File: src/design/repeated_word_detector_defines.svh
// Assertion macros shared by the repeated word detector RTL.
`ifndef REPEATED_WORD_DETECTOR_DEFINES_SVH
`define REPEATED_WORD_DETECTOR_DEFINES_SVH

`ifndef SYNTHESIS

// Concurrent check on clk, off while rst_n is low.
`define RWD_ASSERT(lbl, prop) \
  lbl: assert property (@(posedge clk) disable iff (!rst_n) prop) \
    else $error("rwd: check failed");

// Condition that must never hold.
`define RWD_NEVER(lbl, expr) \
  `RWD_ASSERT(lbl, !(expr))

`else

`define RWD_ASSERT(lbl, prop)
`define RWD_NEVER(lbl, expr)

`endif

`endif

File: src/design/rwd_pkg.sv
// Shared constants, types and helpers of the repeated word detector.
`default_nettype none

package rwd_pkg;

  localparam int unsigned WORD_CHARS_DEF  = 63;
  localparam int unsigned QUEUE_DEPTH_DEF = 4;

  localparam int unsigned CHAR_W = 8;
  localparam int unsigned LINE_W = 24;

  localparam logic [LINE_W-1:0] LINE_FIRST = LINE_W'(1);
  localparam logic [LINE_W-1:0] LINE_MAX   = '1;

  localparam logic [CHAR_W-1:0] CH_TAB   = 8'd9;
  localparam logic [CHAR_W-1:0] CH_NL    = 8'd10;
  localparam logic [CHAR_W-1:0] CH_CR    = 8'd13;
  localparam logic [CHAR_W-1:0] CH_SPACE = 8'd32;
  localparam logic [CHAR_W-1:0] CH_UP_A  = 8'h41;
  localparam logic [CHAR_W-1:0] CH_UP_Z  = 8'h5a;
  localparam logic [CHAR_W-1:0] CH_LO_A  = 8'h61;
  localparam logic [CHAR_W-1:0] CH_LO_Z  = 8'h7a;
  localparam logic [CHAR_W-1:0] CASE_BIT = 8'h20;

  typedef enum logic [1:0] {
    KIND_CHAR,
    KIND_SPACE,
    KIND_NEWLINE,
    KIND_EOT
  } kind_t;

  // One classified beat on its way from front to back.
  typedef struct packed {
    kind_t             kind;
    logic [CHAR_W-1:0] ch;
    logic              letter;
  } item_t;

  function automatic logic [CHAR_W-1:0] fold_lower(input logic [CHAR_W-1:0] c);
    logic [CHAR_W-1:0] r;
    r = c;
    if (c >= CH_UP_A && c <= CH_UP_Z) begin
      r = c | CASE_BIT;
    end
    return r;
  endfunction

endpackage

`default_nettype wire

File: src/design/rwd_ifs.sv
// Channel interfaces of the repeated word detector.
`default_nettype none

interface rwd_in_if;
  import rwd_pkg::*;
  logic              valid;
  logic              ready;
  logic [CHAR_W-1:0] char_code;
  logic              end_of_text;
  modport source(output valid, char_code, end_of_text, input ready);
  modport sink(input valid, char_code, end_of_text, output ready);
endinterface

interface rwd_out_if;
  import rwd_pkg::*;
  logic              valid;
  logic              ready;
  logic [LINE_W-1:0] line_number;
  logic [CHAR_W-1:0] word_char;
  logic              last_char;
  modport source(output valid, line_number, word_char, last_char, input ready);
  modport sink(input valid, line_number, word_char, last_char, output ready);
endinterface

`default_nettype wire

File: src/design/rwd_ram.sv
// Generic single-write, single-read RAM with registered read data.
`default_nettype none

module rwd_ram #(
  parameter int unsigned WIDTH = 8,
  parameter int unsigned DEPTH = 64,
  localparam int unsigned AW   = (DEPTH > 1) ? $clog2(DEPTH) : 1
) (
  input  wire logic             clk,
  input  wire logic             we,
  input  wire logic [AW-1:0]    waddr,
  input  wire logic [WIDTH-1:0] wdata,
  input  wire logic             re,
  input  wire logic [AW-1:0]    raddr,
  output logic      [WIDTH-1:0] rdata
);

  logic [WIDTH-1:0] mem_r [DEPTH];
  logic [WIDTH-1:0] rdata_r;

  // Read returns the old contents when both ports hit one address.
  always_ff @(posedge clk) begin
    if (we) begin
      mem_r[waddr] <= wdata;
    end
    if (re) begin
      rdata_r <= mem_r[raddr];
    end
  end

  assign rdata = rdata_r;

endmodule

`default_nettype wire

File: src/design/rwd_front.sv
// Front end: takes input beats and classifies each byte.
`default_nettype none

module rwd_front (
  rwd_in_if.sink                in_bus,
  output rwd_pkg::item_t        item,
  output logic                  item_valid,
  input  wire logic             item_ready
);

  import rwd_pkg::*;

  logic              is_space;
  logic [CHAR_W-1:0] folded;

  assign is_space = (in_bus.char_code == CH_SPACE) ||
                    ((in_bus.char_code >= CH_TAB) && (in_bus.char_code <= CH_CR));
  assign folded   = fold_lower(in_bus.char_code);

  always_comb begin
    item.ch     = folded;
    item.letter = (folded >= CH_LO_A) && (folded <= CH_LO_Z);
    priority if (in_bus.end_of_text) begin
      item.kind = KIND_EOT;
    end else if (in_bus.char_code == CH_NL) begin
      item.kind = KIND_NEWLINE;
    end else if (is_space) begin
      item.kind = KIND_SPACE;
    end else begin
      item.kind = KIND_CHAR;
    end
  end

  assign item_valid   = in_bus.valid;
  assign in_bus.ready = item_ready;

endmodule

`default_nettype wire

File: src/design/rwd_fifo.sv
// Short queue of classified beats between front and back end.
`default_nettype none

module rwd_fifo #(
  parameter int unsigned DEPTH = rwd_pkg::QUEUE_DEPTH_DEF
) (
  input  wire logic           clk,
  input  wire logic           rst_n,
  input  wire logic           push_valid,
  output logic                push_ready,
  input  rwd_pkg::item_t      push_item,
  output logic                pop_valid,
  input  wire logic           pop_ready,
  output rwd_pkg::item_t      pop_item
);

  import rwd_pkg::*;

  localparam int unsigned PTR_W = (DEPTH > 1) ? $clog2(DEPTH) : 1;
  localparam int unsigned CNT_W = $clog2(DEPTH + 1);

  item_t            slot_r [DEPTH];
  logic [PTR_W-1:0] head_r, head_nxt;
  logic [PTR_W-1:0] tail_r, tail_nxt;
  logic [CNT_W-1:0] count_r, count_nxt;
  logic             do_push, do_pop;

  assign push_ready = (count_r != CNT_W'(DEPTH));
  assign pop_valid  = (count_r != '0);
  assign pop_item   = slot_r[head_r];
  assign do_push    = push_valid && push_ready;
  assign do_pop     = pop_valid && pop_ready;

  always_comb begin
    head_nxt  = head_r;
    tail_nxt  = tail_r;
    count_nxt = count_r;
    if (do_push) begin
      tail_nxt = (tail_r == PTR_W'(DEPTH - 1)) ? '0 : tail_r + PTR_W'(1);
    end
    if (do_pop) begin
      head_nxt = (head_r == PTR_W'(DEPTH - 1)) ? '0 : head_r + PTR_W'(1);
    end
    if (do_push && !do_pop) begin
      count_nxt = count_r + CNT_W'(1);
    end else if (do_pop && !do_push) begin
      count_nxt = count_r - CNT_W'(1);
    end
  end

  always_ff @(posedge clk) begin
    if (!rst_n) begin
      head_r  <= '0;
      tail_r  <= '0;
      count_r <= '0;
    end else begin
      head_r  <= head_nxt;
      tail_r  <= tail_nxt;
      count_r <= count_nxt;
    end
    if (do_push) begin
      slot_r[tail_r] <= push_item;
    end
  end

endmodule

`default_nettype wire

File: src/design/rwd_back.sv
// Back end: word store, comparison against the previous word, report sequencer.
`default_nettype none

`include "repeated_word_detector_defines.svh"

module rwd_back #(
  parameter int unsigned WORD_CHARS = rwd_pkg::WORD_CHARS_DEF
) (
  input  wire logic      clk,
  input  wire logic      rst_n,
  input  wire logic      q_valid,
  output logic           q_ready,
  input  rwd_pkg::item_t q_item,
  rwd_out_if.source      out_bus
);

  import rwd_pkg::*;

  localparam int unsigned LEN_W  = $clog2(WORD_CHARS + 1);
  localparam int unsigned ADDR_W = (WORD_CHARS > 1) ? $clog2(WORD_CHARS) : 1;

  typedef enum logic {
    S_RUN,
    S_EMIT
  } state_t;

  state_t            state_r, state_nxt;
  logic [LEN_W-1:0]  cur_len_r, cur_len_nxt;
  logic [LEN_W-1:0]  prev_len_r, prev_len_nxt;
  logic              in_word_r, in_word_nxt;
  logic              match_r, match_nxt;
  logic              run_rep_r, run_rep_nxt;
  logic              line_dummy;
  logic [LINE_W-1:0] line_r, line_nxt;
  logic              pend_v_r, pend_v_nxt;
  logic              pend_in_prev_r, pend_in_prev_nxt;
  logic [CHAR_W-1:0] pend_ch_r, pend_ch_nxt;
  logic              first_letter_r, first_letter_nxt;
  logic [LEN_W-1:0]  rep_len_r, rep_len_nxt;
  logic [LINE_W-1:0] rep_line_r, rep_line_nxt;
  logic [LEN_W-1:0]  emit_pos_r, emit_pos_nxt;
  logic              out_v_r, out_v_nxt;
  logic [LINE_W-1:0] out_line_r, out_line_nxt;
  logic [CHAR_W-1:0] out_ch_r, out_ch_nxt;
  logic              out_last_r, out_last_nxt;

  logic              ram_we, ram_re;
  logic [ADDR_W-1:0] ram_waddr, ram_raddr;
  logic [CHAR_W-1:0] ram_rdata;

  logic              match_eff;
  logic              out_free;
  logic              is_repeat;
  logic              emit_last;
  logic [LEN_W-1:0]  char_idx;
  logic [LEN_W-1:0]  emit_next;

  rwd_ram #(
    .WIDTH (CHAR_W),
    .DEPTH (WORD_CHARS)
  ) u_store (
    .clk   (clk),
    .we    (ram_we),
    .waddr (ram_waddr),
    .wdata (q_item.ch),
    .re    (ram_re),
    .raddr (ram_raddr),
    .rdata (ram_rdata)
  );

  // Byte compare comes in the cycle after the store write (registered read).
  assign match_eff = match_r &&
                     (!pend_v_r || (pend_in_prev_r && (ram_rdata == pend_ch_r)));
  assign is_repeat = (cur_len_r != '0) && (cur_len_r == prev_len_r) &&
                     match_eff && first_letter_r;
  assign q_ready   = (state_r == S_RUN);
  assign out_free  = !out_v_r || out_bus.ready;
  assign char_idx  = in_word_r ? cur_len_r : '0;
  assign emit_next = emit_pos_r + LEN_W'(1);
  assign emit_last = (emit_next == rep_len_r);
  assign line_dummy = 1'b0;

  always_comb begin
    state_nxt        = state_r;
    cur_len_nxt      = cur_len_r;
    prev_len_nxt     = prev_len_r;
    in_word_nxt      = in_word_r;
    match_nxt        = match_eff;
    run_rep_nxt      = run_rep_r;
    line_nxt         = line_r;
    pend_v_nxt       = 1'b0;
    pend_in_prev_nxt = pend_in_prev_r;
    pend_ch_nxt      = pend_ch_r;
    first_letter_nxt = first_letter_r;
    rep_len_nxt      = rep_len_r;
    rep_line_nxt     = rep_line_r;
    emit_pos_nxt     = emit_pos_r;
    out_v_nxt        = out_v_r && !out_bus.ready;
    out_line_nxt     = out_line_r;
    out_ch_nxt       = out_ch_r;
    out_last_nxt     = out_last_r;
    ram_we           = 1'b0;
    ram_re           = 1'b0;
    ram_waddr        = char_idx[ADDR_W-1:0];
    ram_raddr        = char_idx[ADDR_W-1:0];

    unique case (state_r)
      S_RUN: begin
        if (q_valid) begin
          unique case (q_item.kind)
            KIND_CHAR: begin
              in_word_nxt = 1'b1;
              if (!in_word_r) begin
                match_nxt        = 1'b1;
                first_letter_nxt = q_item.letter;
              end
              if (char_idx < LEN_W'(WORD_CHARS)) begin
                ram_we           = 1'b1;
                ram_re           = 1'b1;
                pend_v_nxt       = 1'b1;
                pend_ch_nxt      = q_item.ch;
                pend_in_prev_nxt = (char_idx < prev_len_r);
                cur_len_nxt      = char_idx + LEN_W'(1);
              end
            end
            KIND_SPACE, KIND_NEWLINE, KIND_EOT: begin
              if (in_word_r) begin
                prev_len_nxt = cur_len_r;
                cur_len_nxt  = '0;
                in_word_nxt  = 1'b0;
                match_nxt    = 1'b0;
                run_rep_nxt  = is_repeat;
                if (is_repeat && !run_rep_r) begin
                  // First repeat of a run: start reading the word back at byte 0.
                  state_nxt    = S_EMIT;
                  rep_len_nxt  = cur_len_r;
                  rep_line_nxt = line_r;
                  emit_pos_nxt = '0;
                  ram_re       = 1'b1;
                  ram_raddr    = '0;
                end
              end
              if (q_item.kind == KIND_NEWLINE && line_r != LINE_MAX) begin
                line_nxt = line_r + LINE_W'(1);
              end
            end
            default: begin
              line_nxt = line_r;
            end
          endcase
        end
      end
      S_EMIT: begin
        if (out_free) begin
          out_v_nxt    = 1'b1;
          out_line_nxt = rep_line_r;
          out_ch_nxt   = ram_rdata;
          out_last_nxt = emit_last;
          if (emit_last) begin
            state_nxt = S_RUN;
          end else begin
            ram_re       = 1'b1;
            ram_raddr    = emit_next[ADDR_W-1:0];
            emit_pos_nxt = emit_next;
          end
        end
      end
      default: begin
        state_nxt = S_RUN;
      end
    endcase
  end

  always_ff @(posedge clk) begin
    if (!rst_n) begin
      state_r    <= S_RUN;
      cur_len_r  <= '0;
      prev_len_r <= '0;
      in_word_r  <= 1'b0;
      match_r    <= 1'b0;
      run_rep_r  <= 1'b0;
      line_r     <= LINE_FIRST;
      pend_v_r   <= 1'b0;
      out_v_r    <= 1'b0;
    end else begin
      state_r    <= state_nxt;
      cur_len_r  <= cur_len_nxt;
      prev_len_r <= prev_len_nxt;
      in_word_r  <= in_word_nxt;
      match_r    <= match_nxt;
      run_rep_r  <= run_rep_nxt;
      line_r     <= line_nxt | LINE_W'(line_dummy);
      pend_v_r   <= pend_v_nxt;
      out_v_r    <= out_v_nxt;
    end
    pend_in_prev_r <= pend_in_prev_nxt;
    pend_ch_r      <= pend_ch_nxt;
    first_letter_r <= first_letter_nxt;
    rep_len_r      <= rep_len_nxt;
    rep_line_r     <= rep_line_nxt;
    emit_pos_r     <= emit_pos_nxt;
    out_line_r     <= out_line_nxt;
    out_ch_r       <= out_ch_nxt;
    out_last_r     <= out_last_nxt;
  end

  assign out_bus.valid       = out_v_r;
  assign out_bus.line_number = out_line_r;
  assign out_bus.word_char   = out_ch_r;
  assign out_bus.last_char   = out_last_r;

  `RWD_NEVER(a_len_bound, cur_len_r > LEN_W'(WORD_CHARS))
  `RWD_ASSERT(a_closed_empty, !in_word_r |-> cur_len_r == '0)
  `RWD_ASSERT(a_report_run, $rose(state_r == S_EMIT) |-> run_rep_r && rep_len_r == prev_len_r)
  `RWD_ASSERT(a_last_ends, (state_r == S_EMIT && out_free && emit_last) |=> (state_r == S_RUN && out_v_r && out_last_r))

endmodule

`default_nettype wire

File: src/design/repeated_word_detector.sv
// Top level of the repeated word detector.
`default_nettype none

// Repeated word detector. Text enters one byte per beat on in_bus; a beat with
// end_of_text set closes any open word and its byte is ignored. Words are runs
// of non-whitespace bytes (tab through carriage return, and space), folded to
// lower case, of which only the first WORD_CHARS bytes are kept and compared.
// When a word that starts with a letter equals the previous word, and no report
// stands yet for that run of repeats, the word is sent on out_bus one byte per
// beat with the line on which it ends (first line is 1, saturating at 2^24-1);
// last_char marks its final byte. Later copies in the same run are silent.
// Structure: a front end classifies each byte, a QUEUE_DEPTH-entry queue
// decouples it from the back end, and the back end keeps the current word in
// a WORD_CHARS-entry store, compares each new byte against the previous word as
// it overwrites it, and reads a reported word back out. Rate: one input byte
// per cycle in steady state. A reported word holds the back end while it is
// read back one byte a cycle, output stalls apart, over the store's single
// read port; the queue absorbs input meanwhile, after which in_bus.ready
// drops. With an empty queue, the closing byte is registered in the queue and
// taken by the back end, which enters S_EMIT and reads store byte 0; that byte
// is registered on out_bus, raising out_bus.valid. The store needs no clearing
// after reset: only entries written for the current or previous word are used.
module repeated_word_detector #(
  parameter int unsigned WORD_CHARS  = rwd_pkg::WORD_CHARS_DEF,
  parameter int unsigned QUEUE_DEPTH = rwd_pkg::QUEUE_DEPTH_DEF
) (
  input  wire logic  clk,
  input  wire logic  rst_n,
  rwd_in_if.sink     in_bus,
  rwd_out_if.source  out_bus
);

  import rwd_pkg::*;

  // Front to queue.
  item_t front_item;
  logic  front_valid;
  logic  front_ready;

  // Queue to back end.
  item_t q_item;
  logic  q_valid;
  logic  q_ready;

  rwd_front u_front (
    .in_bus     (in_bus),
    .item       (front_item),
    .item_valid (front_valid),
    .item_ready (front_ready)
  );

  rwd_fifo #(
    .DEPTH (QUEUE_DEPTH)
  ) u_queue (
    .clk        (clk),
    .rst_n      (rst_n),
    .push_valid (front_valid),
    .push_ready (front_ready),
    .push_item  (front_item),
    .pop_valid  (q_valid),
    .pop_ready  (q_ready),
    .pop_item   (q_item)
  );

  // Back end owns the word store and the report sequencer.
  rwd_back #(
    .WORD_CHARS (WORD_CHARS)
  ) u_back (
    .clk     (clk),
    .rst_n   (rst_n),
    .q_valid (q_valid),
    .q_ready (q_ready),
    .q_item  (q_item),
    .out_bus (out_bus)
  );

endmodule

`default_nettype wire
File: src/flat_wrapper.sv
// flat-port wrapper written by rule: the top's interface ports become plain ports
module repeated_word_detector_flat import rwd_pkg::*;
#(
  parameter int unsigned WORD_CHARS  = rwd_pkg::WORD_CHARS_DEF,
  parameter int unsigned QUEUE_DEPTH = rwd_pkg::QUEUE_DEPTH_DEF
)
  (clk, rst_n, in_bus_valid, in_bus_char_code, in_bus_end_of_text, in_bus_ready, out_bus_valid, out_bus_line_number, out_bus_word_char, out_bus_last_char, out_bus_ready);
  rwd_in_if in_bus_i ();
  rwd_out_if out_bus_i ();
  input  wire logic clk;
  input  wire logic rst_n;
  input wire logic [$bits(in_bus_i.valid)-1:0] in_bus_valid;
  input wire logic [$bits(in_bus_i.char_code)-1:0] in_bus_char_code;
  input wire logic [$bits(in_bus_i.end_of_text)-1:0] in_bus_end_of_text;
  output wire logic [$bits(in_bus_i.ready)-1:0] in_bus_ready;
  output wire logic [$bits(out_bus_i.valid)-1:0] out_bus_valid;
  output wire logic [$bits(out_bus_i.line_number)-1:0] out_bus_line_number;
  output wire logic [$bits(out_bus_i.word_char)-1:0] out_bus_word_char;
  output wire logic [$bits(out_bus_i.last_char)-1:0] out_bus_last_char;
  input wire logic [$bits(out_bus_i.ready)-1:0] out_bus_ready;
  assign in_bus_i.valid = in_bus_valid;
  assign in_bus_i.char_code = in_bus_char_code;
  assign in_bus_i.end_of_text = in_bus_end_of_text;
  assign in_bus_ready = in_bus_i.ready;
  assign out_bus_valid = out_bus_i.valid;
  assign out_bus_line_number = out_bus_i.line_number;
  assign out_bus_word_char = out_bus_i.word_char;
  assign out_bus_last_char = out_bus_i.last_char;
  assign out_bus_i.ready = out_bus_ready;
  repeated_word_detector #(.WORD_CHARS(WORD_CHARS), .QUEUE_DEPTH(QUEUE_DEPTH)) u_core (.clk(clk), .rst_n(rst_n), .in_bus(in_bus_i), .out_bus(out_bus_i));
endmodule
File: config.mk
export PLATFORM = sky130hd
export DESIGN_NAME = repeated_word_detector_flat
export DESIGN_NICKNAME = d
export VERILOG_FILES = /design/src/design/rwd_pkg.sv /design/src/design/rwd_ifs.sv /design/src/design/rwd_ram.sv /design/src/design/rwd_front.sv /design/src/design/rwd_fifo.sv /design/src/design/rwd_back.sv /design/src/design/repeated_word_detector.sv /design/src/flat_wrapper.sv
export VERILOG_INCLUDE_DIRS = /design/src /design/src/design
export SDC_FILE = /design/constraint.sdc
export NUM_CORES = 1
export LEC_CHECK = 0
export ABC_AREA = 1
export BUFFER_PORTS_ARGS = -buffer_cell sky130_fd_sc_hd__buf_2
export CORE_MARGIN = 2
export CORE_UTILIZATION = 49
export CTS_BUF_LIST = sky130_fd_sc_hd__clkbuf_4 sky130_fd_sc_hd__clkbuf_8
export CTS_CLUSTER_SIZE = 12
export DETAILED_ROUTE_END_ITERATION = 10
export GPL_TIMING_DRIVEN = 0
export HOLD_SLACK_MARGIN = 0.05
export SLEW_MARGIN = 20
export SYNTH_ARGS = -nofsm -noshare
export SYNTH_HDL_FRONTEND = slang
export SYNTH_SLANG_ARGS = --single-unit
File: constraint.sdc
create_clock -name clk -period 5.6 [get_ports clk]
set_input_delay 1.68 -clock clk [delete_from_list [all_inputs] [get_ports clk]]
set_output_delay 1.68 -clock clk [all_outputs]
set_load 0.005 [all_outputs]
==> results.cfg <==
[clocking]
clockBufferDepth = 3
cts_setup_buffers = 0
clk_latency_ns = 0.73
cts_made_buffers = 109
cts_sinks = 686
postCtsHoldBufs = 0
cts_tree = done
cts.htree.levels = 3
root_buffer = clkbuf_8
clkTransAtPathRegs_ns = 0.06
cts_resized = 0

[worst_setup_path]
reg2reg_to = u_core.u_back.u_store.mem_r[11][0]$_DFFE_PP_
cp.arrival_ns = 4.74
cp_max_fo = 18
r2r_slack_ns = 1.19
startpoint_type = flip-flop
critical_path.cell_chain = clkbuf_1 > nand3_1 > nand2_1 > nand2_1 > nor2_1 > o21ai_1 > clkinv_1 > clkbuf_1 > nand2_1 > nor2_1
crit_type = reg2reg
slowest_stage = nor2_1
worst_setup_path_end_kind = flip-flop
ff2ff_path_depth = 10
cp_common_cell = nand2_1
max_stage_delay_ns = 0.94
critPathRequiredTime_ns = 5.93

[synth]
syn_inst = 2743
synth_top_flop_cell = edfxtp_1
yosysUniqueCellTypes = 45
synth_top_family_by_area = simple AND/OR/NAND/NOR gates
async_reset_ff_frac = 0
avgSynthCellArea_um2 = 10.8
synth_fp_nets = 2771
synthXorXnorAreaFrac = 0.00207
synth-seq-cells = 686
yosysSeqAreaShare = 0.678
synth-edff-count = 635
ys_warn_count = 0
synth_compound_area_frac = 0.0237
synth_area_um2 = 29600
synthAdderAreaFrac = 0.00659
synthSimpleGateAreaFrac = 0.226
muxShareOfSynthArea = 0

[sta]
finalClockSkew_ns = 0.0221
drv_slew = 0
tightest_slew_ns = 1.09
fmax_mhz = 227
hold_viol = 0
rsz0062_at_grt = false
setup_viol = 0
period_minus_slack_ns = 4.41
slew_headroom = 0.270
min_period_over_period = 0.787

[die]
core_region_area_um2 = 60000
ios = 48
initial_core_util = 0.493
std_cell_rows = 90
die_h_um = 250
die_area_um2 = 62400
die_x_um = 250

[global_route]
grt_pass1_vias = 20300
grt_use_total = 0.276
grt-ovfl-total = 0
grt_start_max_net_pins = 25
grt_pass1_wl_um = 127000
antenna_found_initial = 1

[layout]
fin_nets = 2956
drive_gt1_frac = 0.129
layout_common_cells = 635 x edfxtp_1, 597 x nand2_1, 583 x nand3_1
fin_area_um2 = 33900
final_util = 0.565
layout_commonest_cell = edfxtp_1
layout.cells.non_filler = 3802
area_delta_synth_final_pct = 14.5

[pwr]
leakagePower_uw = 0.0130
power_uw = 14600
peakVddDrop_uv = 264
p_per_area_nw_per_um2 = 430

[worst_hold_path]
hp-class = reg2reg
min_to = u_core.u_back.out_bus.line_number[12]$_DFFE_PP_
min_path_cells = 0
hp-start = u_core.u_back.rep_line_r[12]$_DFFE_PP_

[drt]
wl_per_cell_um = 22.6
drt_iter0_markers = 2324
vias = 21200
ant_nets = 0
wirelength_um = 85900
drcViolationCount = 0
first_pass_iters = 6
via_per_inst = 5.58

[placed_design]
placed_cells = 3599
routabilityCongestion = 0.931
dp_hpwl_um = 61300
io_buffers = 47
postPlaceCellArea_um2 = 31700

[run_status]
status = complete, no violations

[flow_run]
max_cap_violations = 0
-- sequential cells by signal (all words and copies together), names as in the netlist, 2 cells and up, named ones only --
register,cells
u_core.u_queue.head_r,2
u_core.u_back.emit_pos_r,6
u_core.u_back.prev_len_r,6
u_core.u_queue.count_r,3
u_core.u_queue.slot_r,44
u_core.u_back.cur_len_r,6
u_core.u_back.pend_ch_r,8
u_core.u_back.line_r,24
u_core.u_back.u_store.mem_r,504
u_core.u_back.out_bus.word_char,8
u_core.u_back.rep_line_r,24
u_core.u_back.out_bus.line_number,24
u_core.u_queue.tail_r,2
u_core.u_back.u_store.rdata,8
u_core.u_back.rep_len_r,6
-- area by class of cell --
type,instances,area (µm²)
multi-input cells,1616,7790
diodes,3,7.51
fillers,5072,26100
flip-flops and latches,686,20100
clock buffers,151,1900
repair buffers,74,953
well taps,782,978
plain buffers,146,778
clock inverters,49,305
inverters,295,1110
-- through the flow --
step           hold slack, ns  setup slack [ns]  TNS, ns
5_1_grt                 0.421              1.02        0
2_1_floorplan           0.400              1.61        0
6_report                0.417              1.19        0
3_5_place_dp            0.405             0.865        0
4_1_cts                 0.415              1.28        0
3_3_place_gp            0.406             -2.13  -922.23
-- critical path: cells and delay by family, from the launching register on --
kind / cells / cell delay, ns
flip-flops: 1 / 0.37
buffers and inverters: 3 / 1.45
AO/OA/AOI/OAI: 1 / 0.29
AND/OR/NAND/NOR: 6 / 1.89
-- logic make-up after synthesis --
logic type                 Yosys count
xor gates and xnor gates             7
and+or+nand+nor                   1466
AOI/OAI and AO/OA                  128
adders and majority gates           15
buffers and inverters              441
DFF                                686
-- cell usage after synthesis, drive strengths merged (3+ instances only) --
cell type	instances	area share
edfxtp	635	0.64
nand2	600	0.077
nand3	585	0.099
inv	293	0.037
nor2	147	0.019
buf	108	0.021
nand3b	83	0.021
o21ai	57	0.0096
dfxtp	51	0.034
a21oi	43	0.0073
clkbuf	38	0.0049
nor3	21	0.0035
ha	14	0.0059
or2	11	0.0023
nand4	9	0.0019
o22ai	9	0.0019
a211oi	5	0.0013
nor4	5	0.0011
o211ai	5	0.0013
xnor2	4	0.0012
xor2	3	0.00089
-- how the worst max path moves through the flow --
stage / depth (start not counted) / to / slack, ns / startpoint
global route: 10 / u_core.u_back.u_store.mem_r[11][1]$_DFFE_PP_ / 1.02 / flip-flop
detailed placement: 15 / u_core.u_back.u_store.rdata[7]$_DFFE_PP_ / 0.87 / out_bus_ready
CTS: 10 / u_core.u_back.u_store.mem_r[11][0]$_DFFE_PP_ / 1.28 / flip-flop
floorplan: 4 / u_core.u_back.u_store.rdata[0]$_DFFE_PP_ / 1.61 / out_bus_ready
global placement: 4 / u_core.u_back.u_store.mem_r[41][1]$_DFFE_PP_ / -2.13 / flip-flop
finish: 10 / u_core.u_back.u_store.mem_r[11][0]$_DFFE_PP_ / 1.19 / flip-flop
-- layer usage --
metal  part of all wire  up-vias  wire length (µm)  track usage
li1                   -     9845                 -            -
met1               0.41    10200             35400        0.375
met2               0.47      967             40400        0.447
met5                  0        -                 0            0
met4              0.031        0              2700       0.0931
met3              0.086      161              7360       0.0549
-- where the power goes --
part           switching (µW)  total, µW  internal, µW
clock                    2000       4290          2290
combinational            2480       3620          1140
sequential                126       6680          6550
Power figures use the tool's default switching activity.
